`config.mk`:
```
export PLATFORM = sky130hd
export DESIGN_NAME = ps2_mouse_packet_cursor_core
export DESIGN_NICKNAME = d
export VERILOG_FILES = /design/src/design/ps2mpc_pkg.sv /design/src/design/ps2_mouse_packet_cursor_core.sv
export SDC_FILE = /design/constraint.sdc
export NUM_CORES = 1
export LEC_CHECK = 0
export BUFFER_PORTS_ARGS = -buffer_cell sky130_fd_sc_hd__buf_2
export CAP_MARGIN = 20
export CORE_MARGIN = 2
export CORE_UTILIZATION = 59
export CTS_BUF_LIST = sky130_fd_sc_hd__clkbuf_16
export CTS_CLUSTER_SIZE = 40
export DETAILED_ROUTE_END_ITERATION = 10
export PLACE_DENSITY = 0.92
export RECOVER_POWER = 50
export SETUP_SLACK_MARGIN = 0.4
export SKIP_CTS_REPAIR_TIMING = 1
export SLEW_MARGIN = 20
export SYNTH_ARGS = -nofsm -noshare
export SYNTH_HDL_FRONTEND = slang
export SYNTH_SLANG_ARGS = --single-unit
```
`constraint.sdc`:
```
create_clock -name clk -period 8.6 [get_ports clk]
set_input_delay 2.58 -clock clk [delete_from_list [all_inputs] [get_ports clk]]
set_output_delay 2.58 -clock clk [all_outputs]
set_load 0.01 [all_outputs]
```
`src/design/ps2mpc_pkg.sv`:
```
`default_nettype none
package ps2mpc_pkg;

	localparam int StatusW = 8;
	localparam int ByteW = 8;
	localparam int PosW = 12;
	localparam int SizeW = 13;
	localparam int SumW = 14;

	localparam logic [1:0] REG_SCREEN_WIDTH = 2'd0;
	localparam logic [1:0] REG_SCREEN_HEIGHT = 2'd1;

	localparam int STAT_READY_BIT = 0;
	localparam int STAT_AUX_BIT = 5;
	localparam int FLAG_SYNC_BIT = 3;
	localparam int FLAG_XSIGN_BIT = 4;
	localparam int FLAG_YSIGN_BIT = 5;
	localparam int FLAG_LEFT_BIT = 0;
	localparam int FLAG_RIGHT_BIT = 1;

	localparam logic [SizeW-1:0] EDGE_MARGIN = SizeW'(10);
	localparam logic [SizeW-1:0] WIDTH_RESET = SizeW'(1024);
	localparam logic [SizeW-1:0] HEIGHT_RESET = SizeW'(768);
	localparam logic [PosW-1:0] POS_X_RESET = PosW'(500);
	localparam logic [PosW-1:0] POS_Y_RESET = PosW'(400);

	typedef struct packed {
		logic [5:0] pad;
		logic right_button;
		logic left_button;
		logic [PosW-1:0] cursor_y;
		logic [PosW-1:0] cursor_x;
	} out_beat_t;

	// Largest cursor position for a given screen size, saturated to the position width.
	function automatic logic [PosW-1:0] limit_of(input logic [SizeW-1:0] size);
		logic [SizeW-1:0] diff;
		diff = size - EDGE_MARGIN;
		if (size < EDGE_MARGIN) begin
			limit_of = '0;
		end else if (diff[SizeW-1]) begin
			limit_of = '1;
		end else begin
			limit_of = diff[PosW-1:0];
		end
	endfunction

	// A negative position goes to zero, then anything above the limit goes to the limit.
	function automatic logic [PosW-1:0] clamp_pos(input logic [SumW-1:0] sum,
			input logic [PosW-1:0] lim);
		if (sum[SumW-1]) begin
			clamp_pos = '0;
		end else if (sum[SumW-2:0] > {1'b0, lim}) begin
			clamp_pos = lim;
		end else begin
			clamp_pos = sum[PosW-1:0];
		end
	endfunction

endpackage
`default_nettype wire

```
`src/design/ps2_mouse_packet_cursor_core.sv`:
```
`default_nettype none
// Channel   Direction  tdata (lowest bit up)                                   tuser/tlast
// s_axis    in         controller_status[7:0], data_byte[15:8]                 none
// m_axis    out        cursor_x[11:0], cursor_y[23:12], left_button[24],       none
//                      right_button[25], zero[31:26]
// cfg       in         cfg_index 0 screen_width, 1 screen_height, cfg_wdata    none
//
// One beat is taken every cycle unless a result stalls; a completed packet's last byte
// passes the input stage and then the output register before it shows on m_axis. The rate
// is set by the single update of phase and cursor registers per beat. A stalled result holds
// only the input stage while it is needed; beats that give no result still pass. Reset puts
// the cursor at 500, 400 and needs no clearing pass.
module ps2_mouse_packet_cursor_core
	import ps2mpc_pkg::*;
(
	input wire logic clk,
	input wire logic arst_n,
	input wire logic s_axis_tvalid,
	output logic s_axis_tready,
	input wire logic [15:0] s_axis_tdata, // controller_status, data_byte
	output logic m_axis_tvalid,
	input wire logic m_axis_tready,
	output logic [31:0] m_axis_tdata, // cursor_x, cursor_y, left_button, right_button
	input wire logic cfg_we,
	input wire logic [1:0] cfg_index,
	input wire logic [SizeW-1:0] cfg_wdata
);

	localparam logic [1:0] PH_FLAGS = 2'd0;
	localparam logic [1:0] PH_DX = 2'd1;
	localparam logic [1:0] PH_DY = 2'd2;

	logic valid_s1;
	logic [StatusW-1:0] status_s1;
	logic [ByteW-1:0] byte_s1;

	logic [1:0] phase_q;
	logic [ByteW-1:0] flags_q;
	logic [ByteW-1:0] dx_q;
	logic [PosW-1:0] pos_x_q;
	logic [PosW-1:0] pos_y_q;
	logic [SizeW-1:0] width_q;
	logic [SizeW-1:0] height_q;
	out_beat_t out_q;
	logic out_valid_q;

	logic counts;
	logic emits;
	logic out_free;
	logic adv;
	logic [8:0] dx9;
	logic [8:0] dy9;
	logic [SumW-1:0] sum_x;
	logic [SumW-1:0] sum_y;
	logic [PosW-1:0] new_x;
	logic [PosW-1:0] new_y;

	assign counts = valid_s1 && status_s1[STAT_READY_BIT] && status_s1[STAT_AUX_BIT];
	assign emits = counts && (phase_q != PH_FLAGS) && (phase_q != PH_DX);
	assign out_free = !out_valid_q || m_axis_tready;
	assign adv = valid_s1 && (!emits || out_free);
	assign s_axis_tready = !valid_s1 || adv;

	assign dx9 = {flags_q[FLAG_XSIGN_BIT], dx_q};
	assign dy9 = {flags_q[FLAG_YSIGN_BIT], byte_s1};
	assign sum_x = {2'b00, pos_x_q} + {{(SumW-9){dx9[8]}}, dx9};
	assign sum_y = {2'b00, pos_y_q} - {{(SumW-9){dy9[8]}}, dy9};
	assign new_x = clamp_pos(sum_x, limit_of(width_q));
	assign new_y = clamp_pos(sum_y, limit_of(height_q));

	assign m_axis_tvalid = out_valid_q;
	assign m_axis_tdata = out_q;

	always_ff @(posedge clk or negedge arst_n) begin
		if (!arst_n) begin
			valid_s1 <= 1'b0;
		end else if (s_axis_tready) begin
			valid_s1 <= s_axis_tvalid;
		end
	end

	always_ff @(posedge clk) begin
		if (s_axis_tready && s_axis_tvalid) begin
			status_s1 <= s_axis_tdata[StatusW-1:0];
			byte_s1 <= s_axis_tdata[StatusW+ByteW-1:StatusW];
		end
	end

	always_ff @(posedge clk or negedge arst_n) begin
		if (!arst_n) begin
			width_q <= WIDTH_RESET;
			height_q <= HEIGHT_RESET;
		end else if (cfg_we) begin
			case (cfg_index)
				REG_SCREEN_WIDTH: width_q <= cfg_wdata;
				REG_SCREEN_HEIGHT: height_q <= cfg_wdata;
				default: ;
			endcase
		end
	end

	always_ff @(posedge clk or negedge arst_n) begin
		if (!arst_n) begin
			phase_q <= PH_FLAGS;
			pos_x_q <= POS_X_RESET;
			pos_y_q <= POS_Y_RESET;
		end else if (adv && counts) begin
			case (phase_q)
				PH_FLAGS: begin
					if (byte_s1[FLAG_SYNC_BIT]) begin
						phase_q <= PH_DX;
					end
				end
				PH_DX: phase_q <= PH_DY;
				default: begin
					phase_q <= PH_FLAGS;
					pos_x_q <= new_x;
					pos_y_q <= new_y;
				end
			endcase
		end
	end

	always_ff @(posedge clk) begin
		if (adv && counts && phase_q == PH_FLAGS && byte_s1[FLAG_SYNC_BIT]) begin
			flags_q <= byte_s1;
		end
		if (adv && counts && phase_q == PH_DX) begin
			dx_q <= byte_s1;
		end
	end

	always_ff @(posedge clk or negedge arst_n) begin
		if (!arst_n) begin
			out_valid_q <= 1'b0;
		end else if (adv && emits) begin
			out_valid_q <= 1'b1;
		end else if (m_axis_tready) begin
			out_valid_q <= 1'b0;
		end
	end

	always_ff @(posedge clk) begin
		if (adv && emits) begin
			out_q.pad <= '0;
			out_q.right_button <= flags_q[FLAG_RIGHT_BIT];
			out_q.left_button <= flags_q[FLAG_LEFT_BIT];
			out_q.cursor_y <= new_y;
			out_q.cursor_x <= new_x;
		end
	end

	a_phase_legal: assert property (@(posedge clk) disable iff (!arst_n)
		phase_q != 2'd3)
		else $error("byte phase reached an unused code");

	a_result_resyncs: assert property (@(posedge clk) disable iff (!arst_n)
		$rose(m_axis_tvalid) |-> phase_q == PH_FLAGS)
		else $error("result loaded without the packet framing returning to the first byte");

	a_stall_has_item: assert property (@(posedge clk) disable iff (!arst_n)
		!s_axis_tready |-> (valid_s1 && out_valid_q))
		else $error("input stalled with no held beat or no pending result");

	a_beat_lands: assert property (@(posedge clk) disable iff (!arst_n)
		(s_axis_tvalid && s_axis_tready) |=> valid_s1)
		else $error("accepted beat did not reach the input stage");

endmodule
`default_nettype wire
```
==> results by group <==
Status
  • Status: finished, violations left
  • Failing checks: capacitance limit, slew limit

Timing
  • Worst-Margin Slew: 3.15 ns
  • Worst setup margin: 2.78 ns
  • Fin crit share: 67.7%
  • Final setup vio count: 0
  • Slew HR: -110%
  • Fmax: 0.172 GHz
  • Final hold viol count: 0
  • Clk_skew: 0.0152 ns
  • Period minus WS final: 5.82 ns
  • Hold_ws: 0.426 ns
  • RSZ-0062 raised after global routing: no
  • Slew Limit Fails: 55
  • Post-route setup TNS: 0 ns

Global route
  • Initial antenna violation count: 0
  • GRT Residual Overflow: 0
  • First-pass GRT wire length: 26,000 um
  • GRT Total Usage: 28.4%
  • Vias in the first global route: 5,303
  • Pin count of the biggest net entering global routing: 55

Setup path
  • CP max stage delay: 0.21 ns
  • Worst reg2reg path startpoint: flags_q[5]$_DFFE_PP_
  • Worst Path Arrival: 3.24 ns
  • CP Max Fanout: 4
  • Crit path launch type: input pin
  • Reg2reg end: m_axis_tdata[17]$_DFFE_PP_
  • Crit Path Category: input pin to output port
  • Most used cell, CP: buf_2
  • Reg2reg path depth: 14
  • Reg-to-reg slack, setup: 3.61 ns
  • Cell chain of the critical path: buf_2 > nand2b_1 > nor2_1 > inv_1 > buf_2
  • Worst Path Required: 6.02 ns
  • Critical-path top delay cell: nor2_1
  • Crit end category: output port

Logic synthesis
  • Seq cells post-synth: 102
  • Sequential-to-total area share from yosys stat: 42.8%
  • Synth warnings: 0
  • Top_reg_cell synth: edfxtp_1
  • Post-synth EDFFs: 48
  • Post-synthesis instance area: 6560 um^2
  • Post-Synthesis Cells: 656
  • Mean post-synth cell area: 10.0 um^2
  • Post-synth cell types: 70
  • Fraction of registers with async set/reset: 52.9%

Hold path
  • Hold Crit Class: register to register
  • Hold Path Sink: m_axis_tdata[25]$_DFFE_PP_
  • HP Start: flags_q[1]$_DFFE_PP_
  • Hold Path Depth: 0

Floorplan
  • DIE HEIGHT: 109 um
  • Core Footprint: 10,800 um^2
  • Die width: 109 um
  • I/O pins: 70
  • Initial Utilization: 60.5%
  • # rows: 38
  • Die area: 12,000 um^2

Cells and area
  • Most frequent cells in the layout: 57 x nor2_1, 52 x ha_1, 48 x edfxtp_1
  • Commonest non-fill, non-tap cell in the layout: nor2_1
  • Inserted Diodes: 0
  • Nets: 795
  • Area delta synth->final: 10.4%
  • Fill cell count: 801
  • Fraction of layout cells with a size suffix above 1: 17.6%
  • Multi-input gate area: 3490 um^2
  • Reg area: 2810 um^2

Power and ir drop
  • Seq pwr share: 29.3%
  • Power per Cell Area: 351 nW/um^2
  • Clk pwr share: 16.6%
  • Pint: 1420 uW
  • Combinational power share: 54.1%
  • Net switching fraction of the power: 44.1%
  • Switching power: 1120 uW
  • Peak VDD IR: 0.000207 V
  • Leak pwr: 0.00315 uW

Route
  • Initial DRC Count: 442
  • Via count: 5,398
  • DRT antenna net count: 0
  • Vias/cell: 6.35
  • Drt first pass iters: 5
  • DR DRC count: 0
  • Routed wire length: 16,300 um
  • WL/cell: 19.2 um

Clock tree
  • Worst-case clock buffer depth: 2
  • Clock Sinks: 102
  • Worst-Skew Late Latency: 0.36 ns
  • H-tree depth: 3
  • CTS Root Buffer Type: clkbuf_16
  • TritonCTS clock tree: yes
  • CTS buffer count: 9
  • Clock slew at reported path FFs: 0.06 ns

Place
  • Placer Congestion: 0.926
  • I/O Buffers: 57
  • Post-DP HPWL: 11,600 um
  • Place WS: 2.78 ns

Job
  • Max cap viols: 1
==> cell usage after synthesis, types with 6 or more instances <==
| master | number | area [um^2] |
|---|---|---|
| nor2_1 | 57 | 214 |
| ha_1 | 52 | 651 |
| edfxtp_1 | 48 | 1440 |
| inv_1 | 44 | 165 |
| dfrtp_1 | 42 | 1050 |
| nand2_1 | 42 | 158 |
| a21oi_1 | 40 | 200 |
| o21ai_0 | 30 | 150 |
| mux2_2 | 26 | 293 |
| xnor2_1 | 24 | 210 |
| nor3_1 | 23 | 115 |
| nand3_1 | 20 | 100 |
| clkbuf_1 | 17 | 63.8 |
| xor2_1 | 13 | 114 |
| dfstp_2 | 12 | 315 |
| mux2i_1 | 11 | 110 |
| nor2b_1 | 10 | 62.6 |
| o2111ai_1 | 10 | 87.6 |
| o21a_1 | 10 | 75.1 |
| o211ai_1 | 9 | 67.6 |
| a21o_1 | 8 | 60.1 |
| buf_4 | 7 | 52.6 |
| o21ai_1 | 7 | 35.0 |
| nand2b_1 | 6 | 37.5 |
| nand4_1 | 6 | 37.5 |
==> state kept, by name, indices dropped and copies added (netlist names) <==
register,cells
m_axis_tdata,26
height_q,13
width_q,13
pos_x_q,12
pos_y_q,12
byte_s1,8
dx_q,8
flags_q,4
phase_q,2
status_s1,2
m_axis_tvalid,1
valid_s1,1
==> worst max path at each step <==
stage / start / to / slack (ns) / cells past startpoint
after floorplan: m_axis_tready / s_axis_tready / 3.04 / 3
after global routing: m_axis_tready / s_axis_tready / 2.67 / 5
after CTS: m_axis_tready / s_axis_tready / 2.78 / 5
after detailed placement: m_axis_tready / s_axis_tready / 2.78 / 5
after global placement: m_axis_tready / s_axis_tready / 2.80 / 5
final: m_axis_tready / s_axis_tready / 2.78 / 5
==> critical path, delay by kind of cell <==
| kind | cells | cell delay [ns] |
|---|---|---|
| buffers and inverters | 3 | 0.29 |
| AND/OR/NAND/NOR | 2 | 0.38 |
==> through the flow <==
| step | cell area (um^2) | util (%) | total power (uW) | cells |
|---|---|---|---|---|
| final | 7240 | 66.8 | 2540 | 850 |
| after global routing | 7240 | 66.8 | 2710 | 850 |
| after CTS | 7250 | 66.9 | 2500 | 850 |
| after detailed placement | 6950 | 64.1 | 2060 | 834 |
| after global placement | 6950 | 64.1 | 1970 | 834 |
| after floorplan | 6580 | - | 1750 | 661 |
==> power by group through the flow <==
| stage | logic [uW] | registers [uW] | clock network (uW) |
|---|---|---|---|
| final | 1380 | 745 | 423 |
| after global routing | 1510 | 755 | 444 |
| after CTS | 1330 | 740 | 427 |
| after detailed placement | 1320 | 748 | 0 |
| after global placement | 1230 | 740 | 0 |
| after floorplan | 1030 | 716 | 0 |
==> layout make-up <==
type / count / share of cell area (%)
clock buffers: 9 / 3.11
multi-input cells: 486 / 48.2
flip-flops and latches: 102 / 38.8
well taps: 140 / 2.42
clock inverters: 7 / 1.07
inverters: 44 / 2.28
repair buffers: 62 / 4.20
==> layer usage <==
| metal | wire, um | share of wire (%) | GRT usage (%) |
|---|---|---|---|
| met1 | 6400 | 39 | 33.7 |
| met2 | 8340 | 51 | 49.2 |
| met3 | 1010 | 6.2 | 6.05 |
| met4 | 595 | 3.6 | 13.3 |
| met5 | 0 | 0 | 0 |
==> cells by family (layout without fill, tap and decap cells) <==
group | after synthesis | count (layout) | share of synthesized area (%)
simple gates | 197 | 197 | 15.3
compound gates | 154 | 154 | 15.4
flops | 102 | 102 | 42.8
buf+inv | 73 | 122 | 4.65
fa+ha+maj | 54 | 54 | 10.5
xor+xnor | 38 | 38 | 5.18
mux | 37 | 37 | 6.14
other cells | 1 | 6 | 0.0571
No activity file was read; power rests on OpenSTA's default activity.
